===== src/rtl/core/tsds_pkg.sv =====
`timescale 1ns / 1ps
// ----------------------------------------------------------------------------
// tsds_pkg
// Shared types, register map and reset values of the two-sided diffuse
// shader core.
// ----------------------------------------------------------------------------
package tsds_pkg;

    // Default width of one normal component.
    localparam int NORMAL_BITS_DEF = 16;

    // Fixed internal widths.
    localparam int MAG_W   = 15;   // normalised magnitude, top bit at 14
    localparam int LEN_W   = 32;   // floor(sqrt(S * 2^32))
    localparam int DOT_W   = 32;   // |n.L| after normalisation
    localparam int SUMSQ_W = 32;   // sum of squares after normalisation
    localparam int QUO_W   = 19;   // unclamped facing quotient
    localparam int FAC_W   = 17;   // clamped facing, 0 .. 65536
    localparam int FACT_W  = 34;   // shading factor, Q2.32

    localparam logic [FAC_W-1:0] FACING_ONE = 17'd65536;

    // APB register map (word index = paddr[4:2]).
    localparam int PADDR_W = 5;
    typedef enum logic [2:0] {
        REG_LIGHT_X  = 3'd0,
        REG_LIGHT_Y  = 3'd1,
        REG_LIGHT_Z  = 3'd2,
        REG_AMBIENT  = 3'd3,
        REG_DIFFUSE  = 3'd4
    } reg_idx_t;

    // Register reset values.
    localparam logic [15:0] LIGHT_X_RST = 16'd12571;
    localparam logic [15:0] LIGHT_Y_RST = 16'hC9B9;   // -13895
    localparam logic [15:0] LIGHT_Z_RST = 16'h96FC;   // -26884
    localparam logic [15:0] AMBIENT_RST = 16'd23593;
    localparam logic [15:0] DIFFUSE_RST = 16'd41943;

    // Colour and zero-normal flag travelling alongside the arithmetic.
    typedef struct packed {
        logic       zero;
        logic [7:0] r;
        logic [7:0] g;
        logic [7:0] b;
        logic [7:0] a;
    } side_t;

endpackage


===== src/rtl/core/tsds_colour.sv =====
`timescale 1ns / 1ps
// ----------------------------------------------------------------------------
// tsds_colour
// Clamps the facing term, forms the shading factor and scales the colour,
// with rounding and saturation, in three register stages.
// ----------------------------------------------------------------------------
module tsds_colour (
    input  logic                        aclk,
    input  logic                        aresetn,
    input  logic                        adv,
    input  logic                        in_valid,
    input  logic [tsds_pkg::QUO_W-1:0]  in_quo,
    input  tsds_pkg::side_t             in_side,
    input  logic [15:0]                 ambient_weight,
    input  logic [15:0]                 diffuse_weight,
    output logic                        out_valid,
    output logic [7:0]                  out_r,
    output logic [7:0]                  out_g,
    output logic [7:0]                  out_b,
    output logic [7:0]                  out_a
);
    import tsds_pkg::*;

    localparam int PROD_W = FACT_W + 8;

    logic [FAC_W-1:0]  facing;
    logic [FACT_W-1:0] fact1_reg;
    side_t             side1_reg;
    logic [PROD_W-1:0] prod2_reg [3];
    logic [7:0]        a2_reg;
    logic [7:0]        chan_in   [3];
    logic [PROD_W-1:0] rounded   [3];
    logic [7:0]        chan_next [3];
    logic [7:0]        chan3_reg [3];
    logic [7:0]        a3_reg;
    logic [2:0]        valid_reg;

    // A zero normal sees ambient light only; facing saturates at one.
    always_comb begin
        if (in_side.zero) begin
            facing = '0;
        end else if (in_quo > QUO_W'(FACING_ONE)) begin
            facing = FACING_ONE;
        end else begin
            facing = in_quo[FAC_W-1:0];
        end
    end

    assign chan_in[0] = side1_reg.r;
    assign chan_in[1] = side1_reg.g;
    assign chan_in[2] = side1_reg.b;

    // Round half up at bit 31 and saturate to 8 bits.
    always_comb begin
        for (int i = 0; i < 3; i++) begin
            rounded[i] = (prod2_reg[i] + (PROD_W'(1) << 31)) >> 32;
            chan_next[i] = (rounded[i] > PROD_W'(255)) ? 8'd255 : rounded[i][7:0];
        end
    end

    always_ff @(posedge aclk) begin
        if (!aresetn) begin
            valid_reg <= '0;
        end else if (adv) begin
            valid_reg <= {valid_reg[1:0], in_valid};
        end
    end

    always_ff @(posedge aclk) begin
        if (adv) begin
            fact1_reg <= {2'b00, ambient_weight, 16'b0}
                         + FACT_W'(diffuse_weight * facing);
            side1_reg <= in_side;
            for (int i = 0; i < 3; i++) begin
                prod2_reg[i] <= PROD_W'(chan_in[i]) * PROD_W'(fact1_reg);
                chan3_reg[i] <= chan_next[i];
            end
            a2_reg <= side1_reg.a;
            a3_reg <= a2_reg;
        end
    end

    assign out_valid = valid_reg[2];
    assign out_r     = chan3_reg[0];
    assign out_g     = chan3_reg[1];
    assign out_b     = chan3_reg[2];
    assign out_a     = a3_reg;

endmodule


===== config.mk =====
export PLATFORM = sky130hd
export DESIGN_NAME = tsds_colour
export DESIGN_NICKNAME = d
export VERILOG_FILES = /design/src/rtl/core/tsds_pkg.sv /design/src/rtl/core/tsds_colour.sv
export SDC_FILE = /design/constraint.sdc
export NUM_CORES = 2
export LEC_CHECK = 0
export ABC_AREA = 1
export BUFFER_PORTS_ARGS = -buffer_cell sky130_fd_sc_hd__buf_4
export CAP_MARGIN = 30
export CORE_MARGIN = 4
export CORE_UTILIZATION = 70
export CTS_BUF_LIST = sky130_fd_sc_hd__clkbuf_2 sky130_fd_sc_hd__clkbuf_4 sky130_fd_sc_hd__clkbuf_8
export DETAILED_ROUTE_END_ITERATION = 8
export PLACE_DENSITY = 0.88
export SYNTH_ARGS = -nofsm -noshare
export SYNTH_HDL_FRONTEND = slang
export SYNTH_SLANG_ARGS = --single-unit

===== constraint.sdc =====
create_clock -name aclk -period 16.31 [get_ports aclk]
set_input_delay 4.0775 -clock aclk [delete_from_list [all_inputs] [get_ports aclk]]
set_output_delay 4.0775 -clock aclk [all_outputs]
set_load 0.02 [all_outputs]

# Word-level counts from Yosys, hierarchy flattened
# Memories as Yosys holds them, arrays and structs flattened.
# Cells that the tools add are included.
# word_totals
register_bits	85
ramBits	150
in_bits	88
output_inout_bits	33
word_cells	29
memories	2
# op_classes
addsub	4
mul	4
order_cmp	4
mux	7
# memory_table
name	words	width	rd	rd_clocked_by_memory_dff	wr	line_no	source
prod2_reg	3	42	3	0	3	tsds_colour.sv:29	logic [PROD_W-1:0] prod2_reg [3];
chan3_reg	3	8	3	0	3	tsds_colour.sv:34	logic [7:0] chan3_reg [3];
# ops
op	n
$add 42x32->42 const B	3
$mul 8x34->42	3
$add 32x33->34	1
$mux 17	2
$mul 16x17->33	1
$gt 10x8->1 const B	3
$mux 8	3
$gt 19x17->1 const B	1
$mux 1	2

# Longest topological paths before layout
# logic_depth
ltp_word	5
ltp_mapped	32
ltp_nobuf	30

# Least setup slack after synthesis
# OpenSTA, ideal clock, no wires.
# synth_timing
kind	in2reg
start	input port in_quo[5] in the netlist's numbering
end	register fact1_reg[27], data pin
setup_time_ns	0.259
arrival_ns	9.605
slack_ns	6.446
path_stages	27
cell_sequence	buf_2 -> nor4_1 -> nand4_1 -> nand2_1 -> nand2_1 -> nor2_4 -> buf_4 -> buf_2 -> nand3_1 -> fa_1 -> inv_1 -> fa_1 -> inv_1 -> fa_1 -> inv_1 -> fa_1 -> fa_1 -> inv_1 -> fa_1 -> inv_1 -> ha_1 -> nand2_1 -> nor2_1 -> nand4_1 -> or2_2 -> nand3_1 -> xor2_1
# synth_between
elab_chain_len	5
# synth_rtl
element	line_no	source
start, declared	tsds_colour.sv:12	input logic [tsds_pkg::QUO_W-1:0] in_quo,
$gt 19x17->1	tsds_colour.sv:42	end else if (in_quo > QUO_W'(FACING_ONE)) begin
$mux 17 (*)	tsds_colour.sv:42	
$mux 17 (*)	tsds_colour.sv:40	if (in_side.zero) begin
$mul 16x17->33 (*)	tsds_colour.sv:72	+ FACT_W'(diffuse_weight * facing);
$add 32x33->34 (*)	tsds_colour.sv:72	
end signal, assigned	tsds_colour.sv:71	fact1_reg <= {2'b00, ambient_weight, 16'b0}
end, declared	tsds_colour.sv:27	logic [FACT_W-1:0] fact1_reg;
# Every way passes the cells marked *; elsewhere a longest branch is shown, timed or not.
# A chain may end at the register's enable or synchronous reset.

# Worst setup path after layout
# layout_timing
start	input port in_quo[5] in the netlist's numbering
end	register fact1_reg[24], data pin
# Same word-level chain as after synthesis.

==> impl_results.md <==
- Max Cap Violations: 0
- Die width: 248.1 um
- HPWL Detailed: 83940 um
- Max-slew violation count: 0
- Top-area cell type share of the netlist area: 39.60%
- # nets final: 6369
- CP most frequent cell: fa_1
- Maximum clock frequency: 0.08759 GHz
- Register area share after synthesis: 10.50%
- Yosys reg bits: 142
- Maximum fanout along the worst path: 96
- Outcome: complete, no violations
- Slew HR: 27.02%
- H-tree Lvls: 4
- GRT Util Overall: 36.20%
- Core Footprint: 56710 um^2
- Syn avg cell area: 7.746 um^2
- Slowest CP cell: buf_4
- TritonCTS clock tree: done
- Mapped Area: 40340 um^2
- Async SR Flop Fraction: 0%
- Skew final: 0.04067 ns
- Worst-skew pair later-pin latency: 0.58 ns
- Fin crit period: 11.42 ns
- Post-synth EDFFs: 139
- R2r startpoint: fact1_reg[33]
- Worst-path clk slew: 0.10 ns
- Setup crit start: in_quo[5]
- Largest register FFs: 34
- CTS Root Cell: clkbuf_8
- Initial core utilization: 71.13%
- # hold bufs at CTS: 0
- RSZ-0062 raised after global routing: false
- Area delta synth->final: 4.891%
- Global-route wire length before repair: 176100 um
- CP Launch Type: primary input
- Delay of the slowest cell on the worst path: 0.77 ns
- DRC: 0
- CP Data Arrival Time: 11.71 ns
- Top_reg_cell synth: edfxtp_1
- Post-Syn Nets: 6388
- Cell with the most instances after synthesis: nand2_1
- Clock sinks: 142
- IO buf count: 120
- Worst hold path type: reg2reg
- Initial antenna violation count: 1
- Worst slew pin tran: 1.095 ns
- Top cells by count, synth: nand2_1 (1338), inv_1 (1290), fa_1 (798), nor2_1 (347), ha_1 (294)
- Die area: 61530 um^2
- Tcrit/Tclk final: 70.00%
- Die Ht: 248.1 um
- Worst-path cell chain: buf_4 > nor4_1 > nand4_1 > nand2_1 > nand2_1 > nor2_4 > buf_4 > nand2_1 > nor2_1 > fa_1 > inv_1 > fa_1 > fa_1 > fa_1 > inv_1 > fa_1 > fa_1 > ha_1 > nand2_1 > nor2_1 > nand2_1 > o21ai_0 > a21oi_1 > xnor2_1
- I/O pin total: 121
- CP Capture Type: flop
- Fillers: 4375
- Setup violators final: 0
- Drt pass-1 iters: 6
- Vias/cell: 5.666
- Resize count post-CTS: 0
- Overall routed net length: 104900 um
- Gpl congestion: 0.9881
- Post-Syn Instances: 5208
- Most area-hungry cell type in the Yosys netlist: fa_1
- Setup bufs post-CTS: 0
- DR vias: 33764
- Count of cell types in the netlist: 34
- Yosys warnings: 0
- Row count: 87
- Vias in the first global route: 36292
- FF+latch area: 4234 um^2
- Endpoints failing hold: 0
- WL per Instance: 17.60 um
- DRT iter0 DRCs: 2884
- CTS Buffer Depth: 2
- GRT overflow: 0
- CP required: 16.61 ns
- Worst Min Path Start: a2_reg[4]
- Ranking of synthesized cells by area: fa_1 (40%), nand2_1 (12%), inv_1 (12%)
- ANT nets after route: 0
- CP Class: in2reg
- Share of layout cells above drive strength 1: 4.114%
- Setup_tns: 0 ns
- Num CTS Buffers: 17
- Multi-input combinational cell area: 30420 um^2
- Pin count of the biggest net entering global routing: 97
critical path, delay by kind of cell:
kind | cells | cell delay [ns]
adder cells (fa/ha/maj) | 7 | 3.23
AND/OR/NAND/NOR | 10 | 2.56
buffers and inverters | 4 | 1.05
AO/OA/AOI/OAI | 2 | 0.60
XOR/XNOR | 1 | 0.16
metrics by stage:
| step | utilization [%] | setup slack [ns] | hold slack (ns) | instances | cell area [um^2] |
|---|---|---|---|---|---|
| finish | 74.61 | 4.894 | 0.4184 | 5959 | 42310 |
| global route | 74.61 | 4.485 | 0.4328 | 5959 | 42310 |
| CTS | 74.40 | 5.070 | 0.4145 | 5953 | 42200 |
| detailed placement | 73.65 | 4.438 | 0.4045 | 5921 | 41770 |
| global placement | 73.51 | 4.627 | 0.4007 | 5918 | 41690 |
| floorplan | - | 6.446 | 0.4003 | 5208 | 40340 |
cells by family after synthesis:
| logic type | count (synthesis) | synth area share [%] |
|---|---|---|
| adder cells (fa/ha/maj) | 1092 | 48.72 |
| flip-flops | 142 | 10.50 |
| XOR/XNOR | 57 | 1.238 |
| AO/OA/AOI/OAI | 350 | 4.743 |
| buffers and inverters | 1502 | 14.10 |
| AND/OR/NAND/NOR | 2065 | 20.70 |
per-layer routing:
layer | part of all wire [%] | track usage, % | vias up
met3 | 9.3 | 8.568 | 346
met1 | 37 | 44.22 | 16396
li1 | - | - | 15391
met4 | 4.8 | 17.19 | 0
met2 | 49 | 61.20 | 1631
met5 | 0 | 0 | -
placed cells by master, fill, tap and decap left out, drive strengths merged, types with 4 or more instances in the layout:
cell type / count
fa: 798
xor2: 40
inv: 1298
nor3b: 4
nand4: 43
o21a: 14
a21boi: 8
a21oi: 179
o21ai: 104
nor2: 348
xnor2: 17
ha: 294
nand3: 257
edfxtp: 139
clkinv: 4
clkbuf: 17
nand2: 1343
nand3b: 9
nor3: 42
nor4: 14
o21bai: 18
a31oi: 5
a21o: 19
buf: 174
final cells by class:
class,count,area share (%)
Antenna cell,1,0.005914
Clock buffer,17,0.5530
Clock inverter,15,0.4554
Inverter,1290,11.44
Multi-Input combinational cell,3564,71.88
Sequential cell,142,10.01
Tap cell,756,2.236
Timing Repair Buffer,174,3.415
path summary, 6_finish.rpt:
check | endpoint | slack [ns] | cells after the start
min reg2reg | out_a[4] | 0.42 | 0
max reg2reg | prod2_reg[0][80] | 10.96 | 15
max | fact1_reg[24] | 4.89 | 24
min | out_a[4] | 0.42 | 0
Power is not shown: default switching activity piles up to over one toggle a cycle in this logic, so the estimate is an artifact.
