[config.mk]
export PLATFORM = sky130hd
export DESIGN_NAME = tsds_div
export DESIGN_NICKNAME = d
export VERILOG_FILES = /design/src/rtl/core/tsds_pkg.sv /design/src/rtl/core/tsds_div.sv
export SDC_FILE = /design/constraint.sdc
export NUM_CORES = 2
export LEC_CHECK = 0
export BUFFER_PORTS_ARGS = -buffer_cell sky130_fd_sc_hd__buf_4
export CAP_MARGIN = 10
export CORE_ASPECT_RATIO = 0.75
export CORE_UTILIZATION = 25
export CTS_BUF_LIST = sky130_fd_sc_hd__clkbuf_8
export DETAILED_ROUTE_END_ITERATION = 10
export HOLD_SLACK_MARGIN = 0.15
export PLACE_DENSITY = 0.45
export SYNTH_ARGS = -nofsm -noshare
export SYNTH_HDL_FRONTEND = slang
export SYNTH_SLANG_ARGS = --single-unit
[constraint.sdc]
create_clock -name aclk -period 5.52 [get_ports aclk]
set_input_delay 0.828 -clock aclk [delete_from_list [all_inputs] [get_ports aclk]]
set_output_delay 0.828 -clock aclk [all_outputs]
set_load 0.1 [all_outputs]
[src/rtl/core/tsds_pkg.sv]
`timescale 1ns / 1ps
// ----------------------------------------------------------------------------
// tsds_pkg
// Shared types, register map and reset values of the two-sided diffuse
// shader core.
// ----------------------------------------------------------------------------
package tsds_pkg;

    // Default width of one normal component.
    localparam int NORMAL_BITS_DEF = 16;

    // Fixed internal widths.
    localparam int MAG_W   = 15;   // normalised magnitude, top bit at 14
    localparam int LEN_W   = 32;   // floor(sqrt(S * 2^32))
    localparam int DOT_W   = 32;   // |n.L| after normalisation
    localparam int SUMSQ_W = 32;   // sum of squares after normalisation
    localparam int QUO_W   = 19;   // unclamped facing quotient
    localparam int FAC_W   = 17;   // clamped facing, 0 .. 65536
    localparam int FACT_W  = 34;   // shading factor, Q2.32

    localparam logic [FAC_W-1:0] FACING_ONE = 17'd65536;

    // APB register map (word index = paddr[4:2]).
    localparam int PADDR_W = 5;
    typedef enum logic [2:0] {
        REG_LIGHT_X  = 3'd0,
        REG_LIGHT_Y  = 3'd1,
        REG_LIGHT_Z  = 3'd2,
        REG_AMBIENT  = 3'd3,
        REG_DIFFUSE  = 3'd4
    } reg_idx_t;

    // Register reset values.
    localparam logic [15:0] LIGHT_X_RST = 16'd12571;
    localparam logic [15:0] LIGHT_Y_RST = 16'hC9B9;   // -13895
    localparam logic [15:0] LIGHT_Z_RST = 16'h96FC;   // -26884
    localparam logic [15:0] AMBIENT_RST = 16'd23593;
    localparam logic [15:0] DIFFUSE_RST = 16'd41943;

    // Colour and zero-normal flag travelling alongside the arithmetic.
    typedef struct packed {
        logic       zero;
        logic [7:0] r;
        logic [7:0] g;
        logic [7:0] b;
        logic [7:0] a;
    } side_t;

endpackage

[src/rtl/core/tsds_div.sv]
`timescale 1ns / 1ps
// ----------------------------------------------------------------------------
// tsds_div
// Restoring division of |n.L| * 2^17 by the normal length, one quotient bit
// per register stage (19 stages).
// ----------------------------------------------------------------------------
module tsds_div (
    input  logic                        aclk,
    input  logic                        aresetn,
    input  logic                        adv,
    input  logic                        in_valid,
    input  logic [tsds_pkg::LEN_W-1:0]  in_len,
    input  logic [tsds_pkg::DOT_W-1:0]  in_dot,
    input  tsds_pkg::side_t             in_side,
    output logic                        out_valid,
    output logic [tsds_pkg::QUO_W-1:0]  out_quo,
    output tsds_pkg::side_t             out_side
);
    import tsds_pkg::*;

    localparam int REM_W = LEN_W + 1;

    logic [REM_W-1:0] rem_reg  [QUO_W];
    logic [QUO_W-1:0] quo_reg  [QUO_W];
    logic [LEN_W-1:0] len_reg  [QUO_W];
    logic [DOT_W-1:0] dot_reg  [QUO_W];
    side_t            side_reg [QUO_W];
    logic [QUO_W-1:0] valid_reg;

    always_ff @(posedge aclk) begin
        if (!aresetn) begin
            valid_reg <= '0;
        end else if (adv) begin
            valid_reg <= {valid_reg[QUO_W-2:0], in_valid};
        end
    end

    for (genvar i = 0; i < QUO_W; i++) begin : g_step
        logic [REM_W-1:0] rem_in;
        logic [QUO_W-1:0] quo_in;
        logic [LEN_W-1:0] len_in;
        logic [DOT_W-1:0] dot_in;
        side_t            side_in;
        logic             nbit;
        logic [REM_W-1:0] rem_sh;

        // Quotient stays below 2^19, so the dividend's top part is below len.
        if (i == 0) begin : g_first
            assign rem_in  = REM_W'(in_dot[DOT_W-1:2]);
            assign quo_in  = '0;
            assign len_in  = in_len;
            assign dot_in  = in_dot;
            assign side_in = in_side;
        end else begin : g_next
            assign rem_in  = rem_reg[i-1];
            assign quo_in  = quo_reg[i-1];
            assign len_in  = len_reg[i-1];
            assign dot_in  = dot_reg[i-1];
            assign side_in = side_reg[i-1];
        end

        // Dividend bit 18-i: the two lowest dot bits, then the zero fraction.
        if (i < 2) begin : g_dot_bit
            assign nbit = dot_in[1-i];
        end else begin : g_zero_bit
            assign nbit = 1'b0;
        end

        assign rem_sh = {rem_in[REM_W-2:0], nbit};

        always_ff @(posedge aclk) begin
            if (adv) begin
                if (rem_sh >= REM_W'(len_in)) begin
                    rem_reg[i] <= rem_sh - REM_W'(len_in);
                    quo_reg[i] <= {quo_in[QUO_W-2:0], 1'b1};
                end else begin
                    rem_reg[i] <= rem_sh;
                    quo_reg[i] <= {quo_in[QUO_W-2:0], 1'b0};
                end
                len_reg[i]  <= len_in;
                dot_reg[i]  <= dot_in;
                side_reg[i] <= side_in;
            end
        end
    end

    assign out_valid = valid_reg[QUO_W-1];
    assign out_quo   = quo_reg[QUO_W-1];
    assign out_side  = side_reg[QUO_W-1];

endmodule

# --- Word level (Yosys, flattened, before mapping) ---
# Memories as Yosys holds them, arrays and structs flattened.
# Index checks and enable logic that the tools add are counted.
# Widths: inputs -> output; s select.
totals:
  reg_bits: 19
  ramBits: 2831
  inputBits: 101
  out_inout_bits: 53
  word_cells: 236
  mem_count: 5
op_classes:
  addsub: 19
  n_lt_le_gt_ge: 19
  mux: 154
  n_bitwise: 38
memory_table:
  columns: ["memory", "words", "word_bits", "read_ports", "rd_ports_with_merged_regs", "write_ports", "line", "source"]
  rows:
  - ["rem_reg", 19, 33, 18, 0, 19, "tsds_div.sv:23", "logic [REM_W-1:0] rem_reg [QUO_W];"]
  - ["side_reg", 19, 33, 19, 0, 19, "tsds_div.sv:27", "side_t side_reg [QUO_W];"]
  - ["dot_reg", 19, 32, 18, 0, 19, "tsds_div.sv:26", "logic [DOT_W-1:0] dot_reg [QUO_W];"]
  - ["len_reg", 19, 32, 18, 0, 19, "tsds_div.sv:25", "logic [LEN_W-1:0] len_reg [QUO_W];"]
  - ["quo_reg", 19, 19, 19, 0, 19, "tsds_div.sv:24", "logic [QUO_W-1:0] quo_reg [QUO_W];"]
ops:
  columns: ["cell", "n"]
  rows:
  - ["$mux 33", 19]
  - ["$ge 33x32->1", 18]
  - ["$sub 33x32->33", 18]
  - ["$mux 19", 19]
  - ["$mux 1", 116]
  - ["$or 1x1->1", 38]
  - ["$sub 31x32->33", 1]
  - ["$ge 31x32->1", 1]

# --- Logic depth before layout (Yosys ltp) ---
# An unclocked memory read counts as a cell.
depth:
  ltp_word: 6
  depth_mapped: 15
  mapped_depth_nobuf: 13

# --- Worst setup path before layout ---
# No wires, ideal clock.
synth_path:
  kind: "input port to flip-flop"
  from: "input port in_len[22] (netlist name)"
  to: "memory rem_reg[0][26] (netlist name), data pin"
  setup_ns: 0.260
  arrival_ns: 3.474
  required_time_ns: 5.260
  slack_ns: 1.786
  cell_stages: 14
  n_path_buf: 3
  path_cell_list: "inv_1 -> ha_1 -> clkbuf_1 -> a21o_1 -> a21o_1 -> a21oi_1 -> o21ai_0 -> a221oi_1 -> o21ai_0 -> a221oi_1 -> o311a_1 -> clkbuf_1 -> buf_2 -> mux2_2"
synth_lines:
  columns: ["element", "line", "source"]
  rows:
  - ["from (decl)", "tsds_div.sv:12", "input logic [tsds_pkg::LEN_W-1:0] in_len,"]
  - ["to (decl)", "tsds_div.sv:23", null]

==> flow_metrics.tcl <==
set metrics [dict create \
    grt_use_met3_pct 2.101 \
    rr_worst_depth 11 \
    postSynthCellCount 7761 \
    fmax_mhz 224.2 \
    boundaryPins 154 \
    crit_buf_inv 1 \
    cpPeakStageDelay_ns 0.70 \
    wire_per_inst_um 17.39 \
    period_minus_slack_ns 4.460 \
    min_path_type "in2reg" \
    hpwl_mm 174.1 \
    endpoint_kind "flip-flop" \
    synthAdderAreaFrac_pct 8.081 \
    async_flop_share_pct 0 \
    synth_ff_type "edfxtp_1" \
    ir_drop_uv 173.1 \
    clk_pin_slew_ns 0.06 \
    worstSetupPathDepth 11 \
    cp_max_fo 40 \
    use_met1_pct 17.38 \
    dr.first_iter.drc_count 4545 \
    arrival_ns 5.17 \
    slew_headroom_pct 13.98 \
    cts_resized 0 \
    portBuffers 153 \
    drv_cap 0 \
    worstSetupStartpointType "flip-flop" \
    setup_viol 0 \
    die_area_um2 395700 \
    synth_area_leaders "edfxtp_1 (60%), ha_1 (7.7%), mux2_2 (3.0%)" \
    grt_max_degree 153 \
    critPathSlowestCell "o21ba_2" \
    totalWireLength_mm 237.9 \
    timing.rr.end "rem_reg[10][26]$_DFFE_PP_" \
    yosysTopAreaCell "edfxtp_1" \
    core_area_um2 391700 \
    layout.cells.non_filler 13670 \
    cts_buffers 323 \
    cpMostUsedCell "a21o_1" \
    status "finished clean" \
    grt_setup_unrepaired "false" \
    vias 61160 \
    yosysUniqueCellTypes 87 \
    top_usage_layer "met1" \
    whs_ns 0.2874 \
    areaGrowthSynthToFinish_pct 14.67 \
    cts.htree.levels 5 \
    clock_sinks 1989 \
    synth_nets 8486 \
    clk_path_buf_depth 4 \
    ys_warn_count 0 \
    clkLatencyLatePin_ns 0.99 \
    placedCellCount 13000 \
    setup_tns_ns 0 \
    synth_top_cell_area_share_pct 60.13 \
    p_leak_uw 0.04407 \
    std_cell_rows 199 \
    synth_xor_area_share_pct 4.384 \
    synthTopCellsByCount "edfxtp_1 (1,968), inv_1 (745), ha_1 (606)" \
    final_net_count 8920 \
    drc_errors 0 \
    viasPerCell 4.473 \
    die_h_um 545 \
    path_delay_family "compound AO/OA/AOI/OAI gates" \
    synth_simple_gate_area_share_pct 7.712 \
    synth_compound_area_share_pct 11.93 \
    tightest_slew_ns 1.278 \
    holdPathEnd "rem_reg[0][1]$_DFFE_PP_" \
    syn_area_um2 98280 \
    crit_type "reg2reg" \
    gp_congestion 0.8912 \
    synth.mux.area_fraction_pct 3.650 \
    critical_path_required_ns 6.22 \
    ant_nets 0 \
    reg2reg_from "rem_reg[9][13]$_DFFE_PP_" \
    drive_gt1_share_pct 11.13 \
    antenna_found_initial 8 \
    grt_usage_pct 11.55 \
    worstHoldStart "in_dot[2]" \
    largest_reg_flops 627 \
    ys_seq_area_share_pct 60.56 \
    yosysMostFrequentCell "edfxtp_1" \
    grt_pass1_wl_mm 361.4 \
    hold_viol_final 0 \
    syn_avg_cell_area_um2 12.66 \
    crit_chain "ha_1 -> a21o_1 -> a21o_1 -> a2111oi_0 -> nand3b_1 -> a2111oi_2 -> o31ai_1 -> a221oi_2 -> o21ba_2 -> buf_4 -> o21ai_0" \
    use_met2_pct 16.78 \
    drtPass1Iterations 6 \
    initial_core_util_pct 25.09 \
    die_w_um 726 \
    slew_violations 0 \
    grt_overflow 0 \
    reg2reg_slack_ns 1.06 \
    grt_pass1_vias 60000 \
    synth_top_family_by_area "compound AO/OA/AOI/OAI gates" \
    synth_edf_count 1968 \
    cts_root_buf "clkbuf_8" \
    cts_tree "yes" \
    synth.ff_latch_count 1989 \
    fin_crit_sh_pct 80.80 \
    skew_ns 0.06474 \
    holdPathStages 3 \
    power_density_nw_per_um2 507.5 \
]
[power breakdown]
part	total [µW]	internal (µW)	switching (µW)
registers	22600	20700	1850
clock network	12100	5970	6140
logic	22500	9830	12700
total	57200	36500	20700
[worst register-to-register path: cells and delay by family (launching register included)]
kind / cells / cell delay, ns
compound gates: 8 / 2.80
flops: 1 / 0.40
fa+ha+maj: 1 / 0.40
buf+inv: 1 / 0.31
simple gates: 1 / 0.29
[layout by cell type (no fill, tap or decap), drive strengths merged, types with 60 or more instances in the layout]
cell and count:
a21o 345, clkbuf 331, clkinv 121, buf 212, a21oi 546, inv 846, mux2i 67, nand4 99
ha 606, mux2 259, dlygate4sd3 100, nor2b 104, nand2 386, xnor2 281, o21ai 398, xor2 211
a31oi 73, o21a 78, nand3 105, nor2 412, and3 60, edfxtp 1968, nor3 93, nand2b 88
[worst max path at each step]
stage / startpoint / endpoint
floorplan: in_len[22] / rem_reg[0][26]$_DFFE_PP_
global placement: in_len[1] / rem_reg[0][6]$_DFFE_PP_
detailed placement: in_len[1] / rem_reg[0][7]$_DFFE_PP_
CTS: rem_reg[9][9]$_DFFE_PP_ / rem_reg[10][26]$_DFFE_PP_
global route: rem_reg[9][13]$_DFFE_PP_ / rem_reg[10][25]$_DFFE_PP_
finish: rem_reg[9][13]$_DFFE_PP_ / rem_reg[10][26]$_DFFE_PP_
[layer usage]
metal  routed length (µm)  vias to the layer above
li1                     -                    29650
met5                   13                        -
met4                 5869                        2
met2                97310                     1611
met3                13190                      400
met1               121500                    29500
[per-stage QoR]
stage | cell area [µm²] | setup slack (ns) | total power (µW) | utilization, %
global placement | 105800 | 0.7579 | 44820 | 27.03
global route | 112700 | 0.6518 | 61190 | 28.77
detailed placement | 105800 | 0.7485 | 45040 | 27.03
CTS | 112700 | 1.012 | 57790 | 28.76
floorplan | 98280 | 1.786 | 38860 | -
finish | 112700 | 1.060 | 57200 | 28.77
[layout make-up]
class                      count  area, µm²
antenna                        9      22.52
clock buffer                 331       4556
clock inverter               238       1254
fill                       39700     279000
inverter                     746       2800
multi-input combinational   4823      35290
sequential                  1989      59520
tap                         5226       6539
timing repair buffer         312       2725
[kinds of logic after synthesis]
| family | after synthesis |
|---|---|
| xor+xnor | 492 |
| fa+ha+maj | 624 |
| mux | 326 |
| simple gates | 1542 |
| buf+inv | 949 |
| compound gates | 1839 |
| flops | 1989 |
[what timing repair did]
action,4_1_cts,5_1_grt
buffers inserted,0,0
endpoints found under the hold margin,132,0
hold buffers,100,0
Note: power is estimated with default switching activity, not from simulation.
