**src/rtl/core/tsds_pkg.sv**
```systemverilog
`timescale 1ns / 1ps
// ----------------------------------------------------------------------------
// tsds_pkg
// Shared types, register map and reset values of the two-sided diffuse
// shader core.
// ----------------------------------------------------------------------------
package tsds_pkg;

    // Default width of one normal component.
    localparam int NORMAL_BITS_DEF = 16;

    // Fixed internal widths.
    localparam int MAG_W   = 15;   // normalised magnitude, top bit at 14
    localparam int LEN_W   = 32;   // floor(sqrt(S * 2^32))
    localparam int DOT_W   = 32;   // |n.L| after normalisation
    localparam int SUMSQ_W = 32;   // sum of squares after normalisation
    localparam int QUO_W   = 19;   // unclamped facing quotient
    localparam int FAC_W   = 17;   // clamped facing, 0 .. 65536
    localparam int FACT_W  = 34;   // shading factor, Q2.32

    localparam logic [FAC_W-1:0] FACING_ONE = 17'd65536;

    // APB register map (word index = paddr[4:2]).
    localparam int PADDR_W = 5;
    typedef enum logic [2:0] {
        REG_LIGHT_X  = 3'd0,
        REG_LIGHT_Y  = 3'd1,
        REG_LIGHT_Z  = 3'd2,
        REG_AMBIENT  = 3'd3,
        REG_DIFFUSE  = 3'd4
    } reg_idx_t;

    // Register reset values.
    localparam logic [15:0] LIGHT_X_RST = 16'd12571;
    localparam logic [15:0] LIGHT_Y_RST = 16'hC9B9;   // -13895
    localparam logic [15:0] LIGHT_Z_RST = 16'h96FC;   // -26884
    localparam logic [15:0] AMBIENT_RST = 16'd23593;
    localparam logic [15:0] DIFFUSE_RST = 16'd41943;

    // Colour and zero-normal flag travelling alongside the arithmetic.
    typedef struct packed {
        logic       zero;
        logic [7:0] r;
        logic [7:0] g;
        logic [7:0] b;
        logic [7:0] a;
    } side_t;

endpackage

```
**src/rtl/core/tsds_front.sv**
```systemverilog
`timescale 1ns / 1ps
// ----------------------------------------------------------------------------
// tsds_front
// Normal scaling, dot product with the light and sum of squares, in five
// register stages.
// ----------------------------------------------------------------------------
module tsds_front #(
    parameter int NORMAL_BITS = tsds_pkg::NORMAL_BITS_DEF
) (
    input  logic                          aclk,
    input  logic                          aresetn,
    input  logic                          adv,
    input  logic                          in_valid,
    input  logic signed [NORMAL_BITS-1:0] normal_x,
    input  logic signed [NORMAL_BITS-1:0] normal_y,
    input  logic signed [NORMAL_BITS-1:0] normal_z,
    input  tsds_pkg::side_t               in_side,
    input  logic [15:0]                   light_x,
    input  logic [15:0]                   light_y,
    input  logic [15:0]                   light_z,
    output logic                          out_valid,
    output logic [tsds_pkg::DOT_W-1:0]    out_dot,
    output logic [tsds_pkg::SUMSQ_W-1:0]  out_sumsq,
    output tsds_pkg::side_t               out_side
);
    import tsds_pkg::*;

    localparam int POS_W = $clog2(NORMAL_BITS);

    logic [NORMAL_BITS-1:0]   raw   [3];
    logic [NORMAL_BITS-1:0]   mag1_next [3];
    logic [NORMAL_BITS-1:0]   mag1_reg  [3];
    logic [2:0]               neg1_reg;
    side_t                    side1_reg;
    logic [NORMAL_BITS-1:0]   or_bits;
    logic [POS_W-1:0]         pos2_next;
    logic [POS_W-1:0]         pos2_reg;
    logic [NORMAL_BITS-1:0]   mag2_reg  [3];
    logic [2:0]               neg2_reg;
    side_t                    side2_reg;
    logic [MAG_W-1:0]         mag3_next [3];
    logic [NORMAL_BITS+13:0]  shifted   [3];
    logic [MAG_W-1:0]         mag3_reg  [3];
    logic signed [15:0]       comp3_reg [3];
    side_t                    side3_reg;
    logic signed [31:0]       prod4_reg [3];
    logic [29:0]              sq4_reg   [3];
    side_t                    side4_reg;
    logic signed [33:0]       dot_sum;
    logic [33:0]              dot_abs;
    logic [DOT_W-1:0]         dot5_reg;
    logic [SUMSQ_W-1:0]       sumsq5_reg;
    side_t                    side5_reg;
    logic [4:0]               valid_reg;
    logic signed [15:0]       light [3];

    assign raw[0]   = normal_x;
    assign raw[1]   = normal_y;
    assign raw[2]   = normal_z;
    assign light[0] = light_x;
    assign light[1] = light_y;
    assign light[2] = light_z;

    // Magnitude of each component; the most negative value fits unsigned.
    always_comb begin
        for (int i = 0; i < 3; i++) begin
            mag1_next[i] = raw[i][NORMAL_BITS-1] ? (~raw[i] + 1'b1) : raw[i];
        end
    end

    // Position of the leading one over all three magnitudes.
    assign or_bits = mag1_reg[0] | mag1_reg[1] | mag1_reg[2];
    always_comb begin
        pos2_next = '0;
        for (int i = 0; i < NORMAL_BITS; i++) begin
            if (or_bits[i]) begin
                pos2_next = POS_W'(i);
            end
        end
    end

    // Move the leading one of the largest magnitude to bit 14.
    always_comb begin
        for (int i = 0; i < 3; i++) begin
            shifted[i]   = {mag2_reg[i], 14'b0} >> pos2_reg;
            mag3_next[i] = shifted[i][MAG_W-1:0];
        end
    end

    // Sum of the three products and its magnitude.
    assign dot_sum = 34'(prod4_reg[0]) + 34'(prod4_reg[1]) + 34'(prod4_reg[2]);
    assign dot_abs = dot_sum[33] ? 34'(-dot_sum) : 34'(dot_sum);

    // Valid bits.
    always_ff @(posedge aclk) begin
        if (!aresetn) begin
            valid_reg <= '0;
        end else if (adv) begin
            valid_reg <= {valid_reg[3:0], in_valid};
        end
    end

    // Data stages.
    always_ff @(posedge aclk) begin
        if (adv) begin
            for (int i = 0; i < 3; i++) begin
                mag1_reg[i]  <= mag1_next[i];
                neg1_reg[i]  <= raw[i][NORMAL_BITS-1];
                mag2_reg[i]  <= mag1_reg[i];
                neg2_reg[i]  <= neg1_reg[i];
                mag3_reg[i]  <= mag3_next[i];
                comp3_reg[i] <= neg2_reg[i] ? -$signed({1'b0, mag3_next[i]})
                                            : $signed({1'b0, mag3_next[i]});
                prod4_reg[i] <= comp3_reg[i] * light[i];
                sq4_reg[i]   <= mag3_reg[i] * mag3_reg[i];
            end
            side1_reg      <= in_side;
            pos2_reg       <= pos2_next;
            side2_reg      <= {(or_bits == '0), side1_reg.r, side1_reg.g,
                               side1_reg.b, side1_reg.a};
            side3_reg      <= side2_reg;
            side4_reg      <= side3_reg;
            dot5_reg       <= dot_abs[DOT_W-1:0];
            sumsq5_reg     <= SUMSQ_W'(32'(sq4_reg[0]) + 32'(sq4_reg[1])
                                       + 32'(sq4_reg[2]));
            side5_reg      <= side4_reg;
        end
    end

    assign out_valid = valid_reg[4];
    assign out_dot   = dot5_reg;
    assign out_sumsq = sumsq5_reg;
    assign out_side  = side5_reg;

endmodule

```
**config.mk**
```make
export PLATFORM = sky130hd
export DESIGN_NAME = tsds_front
export DESIGN_NICKNAME = d
export VERILOG_FILES = /design/src/rtl/core/tsds_pkg.sv /design/src/rtl/core/tsds_front.sv
export SDC_FILE = /design/constraint.sdc
export NUM_CORES = 2
export LEC_CHECK = 0
export BUFFER_PORTS_ARGS = -buffer_cell sky130_fd_sc_hd__buf_2
export CORE_UTILIZATION = 35
export DETAILED_ROUTE_END_ITERATION = 8
export SETUP_SLACK_MARGIN = 0.4
export SLEW_MARGIN = 10
export SYNTH_ARGS = -nofsm -noshare
export SYNTH_HDL_FRONTEND = slang
export SYNTH_SLANG_ARGS = --single-unit
```
**constraint.sdc**
```tcl
create_clock -name aclk -period 10.31 [get_ports aclk]
set_input_delay 3.093 -clock aclk [delete_from_list [all_inputs] [get_ports aclk]]
set_output_delay 3.093 -clock aclk [all_outputs]
set_load 0.1 [all_outputs]
```
Word-level counts from Yosys, hierarchy flattened. Memory sizes are Yosys's and may differ from the RTL's. Cells that the tools add are included.

Memories kept: 6. Word-level logic and storage cells: 91. Input port bits: 133. Bits in registers: 243. Bits in writable memories: 375.

Multipliers: 6. Add/subtract/negate cells: 11. Muxes and demuxes: 23. Bitwise gates (word level): 5. Reductions and logical operators: 4. Shift-type cells: 3.

Memories: prod4_reg (depth 3, width 32, read ports 3, clocked after Yosys merged registers in 0, write ports 3, RTL line tsds_front.sv:46) `logic signed [31:0] prod4_reg [3];`; sq4_reg (depth 3, width 30, read ports 3, clocked after Yosys merged registers in 0, write ports 3, RTL line tsds_front.sv:47) `logic [29:0] sq4_reg [3];`; comp3_reg (depth 3, width 16, read ports 3, clocked after Yosys merged registers in 0, write ports 3, RTL line tsds_front.sv:44) `logic signed [15:0] comp3_reg [3];`; mag1_reg (depth 3, width 16, read ports 3, clocked after Yosys merged registers in 0, write ports 3, RTL line tsds_front.sv:32) `logic [NORMAL_BITS-1:0] mag1_reg [3];`; mag2_reg (depth 3, width 16, read ports 3, clocked after Yosys merged registers in 0, write ports 3, RTL line tsds_front.sv:38) `logic [NORMAL_BITS-1:0] mag2_reg [3];`; mag3_reg (depth 3, width 15, read ports 3, clocked after Yosys merged registers in 0, write ports 3, RTL line tsds_front.sv:43) `logic [MAG_W-1:0] mag3_reg [3];`.

Operators by type and width (number): multiplier 16 x 16 -> 32 bit (3); two-way mux 16 bit (6); multiplier 15 x 15 -> 30 bit (3); right shift 30 x 4 -> 15 bit (3); adder 16 x 1 -> 16 bit (second input constant) (3); negator 15 -> 16 bit (3); inverter 16 bit (3); adder 33 x 32 -> 34 bit (1); adder 32 x 32 -> 33 bit (1); adder 31 x 30 -> 32 bit (1); two-way mux 32 bit (1); negator 32 bit (1); bitwise OR 16 bit (2); adder 30 x 30 -> 31 bit (1); two-way mux 4 bit (6); logical NOT 16 bit (1); two-way mux 3 bit (4); OR reduction 8 bit (1); two-way mux 1 bit (4); two-way mux 2 bit (2); OR reduction 4 bit (1); OR reduction 2 bit (1).

Longest topological paths before layout. An unclocked memory read counts as a cell.

Word-level depth: 17. Depth in mapped cells: 26. Depth with buffers taken out: 25.

Worst setup path after synthesis. Ideal clock, no wire load.

Path kind: input to register. Start point: input light_x[1]. End point: memory prod4_reg[0][30], data pin. Slack: 1.310 ns. Data required time: 10.173 ns. Cell stages on the path: 22. Data arrival time: 8.863 ns. Path through: clkbuf_1 > nand2_1 > inv_1 > fa_1 > fa_1 > fa_1 > fa_1 > fa_1 > inv_1 > fa_1 > inv_1 > ha_1 > a21o_1 > a21oi_1 > o21bai_1 > a21o_1 > a21o_1 > a21o_1 > a221oi_1 > o21ai_0 > or4_1 > nand4_1.

RTL lines: from (decl) (RTL line tsds_front.sv:18) `input logic [15:0] light_x,`; to (decl) (RTL line tsds_front.sv:46).

==> flow_summary.json <==
{
  "hold_viol_final": 0,
  "period_needed_ps": 9009,
  "firstDrtPassIters": 7,
  "die_x_microns": 464.4,
  "drt_iter0_drc": 2547,
  "portBuffers": 229,
  "fp.dieArea_sq_um": 215600,
  "worstSetupStartpointType": "input port",
  "grt_pass1_wl_microns": 285000,
  "required_ps": 10700,
  "grt_max_degree": 171,
  "cts-hold-fix-buffers": 0,
  "synthArstFlopShare_pct": 0,
  "synthCells": 7071,
  "ctsHtreeMaxLevel": 3,
  "fin_skew_ps": 38.86,
  "critPathSlowestCell": "fa_1",
  "ctsResizeCount": 0,
  "cts_tree": "yes",
  "finalInstanceArea_sq_um": 81330,
  "coreArea_sq_um": 212300,
  "critPathMaxStageDelay_ps": 790,
  "cts_buffer_depth": 3,
  "min_to": "side3_reg[29]",
  "start_util_pct": 35.25,
  "synth_edf_count": 607,
  "largest_register_ffs": 96,
  "r2r_setup_slack_ps": 2960,
  "core.rowCount": 169,
  "setup_tns_ps": 0,
  "fin_cells": 10100,
  "period_share_pct": 87.38,
  "root_buffer": "clkbuf_16",
  "r2r-end": "prod4_reg[0][95]",
  "cp_common_cell": "fa_1",
  "holdPathStages": 0,
  "crit_path_end_kind": "flip-flop",
  "clock_sinks": 612,
  "num_vias": 48910,
  "maxCapViolations": 0,
  "grt_pass1_vias": 52870,
  "wl_per_cell_microns": 17.36,
  "worst_slew_pin_slew_ps": 1231,
  "grt_setup_unrepaired": "false",
  "yosysTopAreaCell": "fa_1",
  "crit_arrival_ps": 9400,
  "wirelength_microns": 175300,
  "antenna_left": 0,
  "place_congestion": 0.9123,
  "worst-setup-path-type": "in -> reg",
  "setup_viol": 0,
  "drcViolationCount": 36,
  "yosysWarningCount": 0,
  "grt_antenna_before_repair": 48,
  "fillers": 20890,
  "grt-ovfl-total": 0,
  "hold_path.startpoint": "side2_reg[29]",
  "crit_buf_inv": 4,
  "grtUsageTotal_pct": 16.78,
  "fin_nets": 9175,
  "netlist_top_cells_area": "fa_1, edfxtp_1, ha_1",
  "pre_cts_ws_ps": 605.6,
  "chipHeight_microns": 464.4,
  "dpl.hpwl_microns": 143200,
  "clkLatencyLatePin_ps": 680,
  "final_common_cell": "inv_1",
  "slew_violations": 0,
  "place_inst": 9944,
  "reg2regPathDepth": 21,
  "viasPerCell": 4.844,
  "placed_area_sq_um": 78930,
  "outcome": "finished with violations",
  "setup_ws_ps": 1301,
  "path_cells": "buf_2, nand2_1, inv_1, fa_1, fa_1, fa_1, fa_1, fa_1, inv_1, fa_1, inv_1, ha_1, a21o_1, a21o_1, a21o_1, a21o_1, a21o_1, a21oi_1, a31oi_1, nor3_1, a2bb2oi_1",
  "numCtsBuffers": 73,
  "synth_area_sq_um": 74830,
  "final_cell_mix": "inv_1, fa_1, nand2_1",
  "fmax_ghz": 0.1110,
  "slew_headroom_pct": 17.96,
  "cts_setup_buffers": 0,
  "path_delay_family": "adder cells",
  "hold_class": "reg -> reg",
  "seq_area_frac_synth_pct": 24.49,
  "cp_max_fo": 16,
  "syn2layout_area_growth_pct": 8.688,
  "rr_startpoint": "mag3_reg[0][30]",
  "synth_ff_type": "edfxtp_1",
  "path_clk_slew_ps": 60,
  "violations": "design-rule violations",
  "synth-seq-cells": 612,
  "syn_area_per_cell_sq_um": 10.58,
  "drive_gt1_share_pct": 5.859,
  "io_pins": 231,
  "yosys.area.top_type_share_pct": 33.71,
  "synth_cell_type_count": 83
}
==> per-stage QoR <==
| stage | hold slack (ps) | utilization, % |
|---|---|---|
| 2_1_floorplan | 400.3 | - |
| 3_3_place_gp | 400.8 | 37.18 |
| 3_5_place_dp | 404.5 | 37.18 |
| 4_1_cts | 389.7 | 38.28 |
| 5_1_grt | 392.7 | 38.30 |
| 6_report | 390.7 | 38.31 |
==> Yosys cell counts (7+ instances only) <==
master,instances
o31ai_1,35
and3_1,21
a41oi_1,7
nor3_1,73
or3_1,28
ha_1,584
mux4_2,16
xor2_1,51
and2_1,515
inv_1,1522
a221oi_1,9
o2111ai_1,7
nor2b_1,48
nand2b_1,52
nand4_1,8
nor4_1,14
edfxtp_1,607
nor2_1,150
mux2_2,17
xnor2_1,288
o21bai_1,44
a21boi_0,7
nand2_1,707
a211o_1,10
a31oi_1,24
or4_1,8
buf_2,13
o41ai_1,11
clkbuf_1,176
nor3b_1,7
or2_2,16
a21o_1,88
nand3_1,61
fa_1,1260
mux2i_1,67
o21a_1,26
o211ai_1,22
a211oi_1,16
o21ai_0,144
a21oi_1,213
==> metal layers <==
layer	vias to the layer above	global-route usage, %	part of all wire (%)
met1	24890	20.44	40
met3	313	2.885	5.3
li1	22600	-	-
met5	-	0	0.093
met4	26	7.265	4.5
met2	1081	29.08	50
==> how the worst max path moves through the flow <==
| stage | cells past startpoint | from | to |
|---|---|---|---|
| 3_5_place_dp | 23 | light_z[7] | prod4_reg[0][95] |
| 5_1_grt | 23 | light_z[7] | prod4_reg[0][95] |
| 4_1_cts | 21 | light_x[1] | prod4_reg[0][29] |
| 6_report | 21 | light_x[1] | prod4_reg[0][29] |
| 2_1_floorplan | 22 | light_x[1] | prod4_reg[0][30] |
| 3_3_place_gp | 23 | light_z[7] | prod4_reg[0][95] |
==> kinds of logic (layout without fill, tap and decap cells) <==
kind of cell             Yosys count  in the layout  share of synthesized area [%]
adder cells (fa/ha/maj)         1844           1844                          43.48
AND/OR/NAND/NOR                 1725           1725                          11.44
buffers and inverters           1717           1898                          8.640
AO/OA/AOI/OAI                    733            733                          6.347
flip-flops                       612            612                          24.49
XOR/XNOR                         339            339                          3.968
multiplexers                     100            100                          1.634
other                              1             24                       0.005012
==> layout make-up <==
cell class / count / area, sq um / share of cell area [%]
Multi-Input combinational cell: 4744 / 50050 / 61.54
Sequential cell: 612 / 18330 / 22.54
Inverter: 1522 / 5713 / 7.025
Tap cell: 2821 / 3530 / 4.340
Clock buffer: 87 / 1901 / 2.337
Timing Repair Buffer: 245 / 1314 / 1.615
Clock inverter: 44 / 442.9 / 0.5446
Antenna cell: 21 / 52.55 / 0.06462
Power is left out: the tool's default activity adds up to more than one toggle a clock period on the data nets, which glitch-free logic cannot reach.
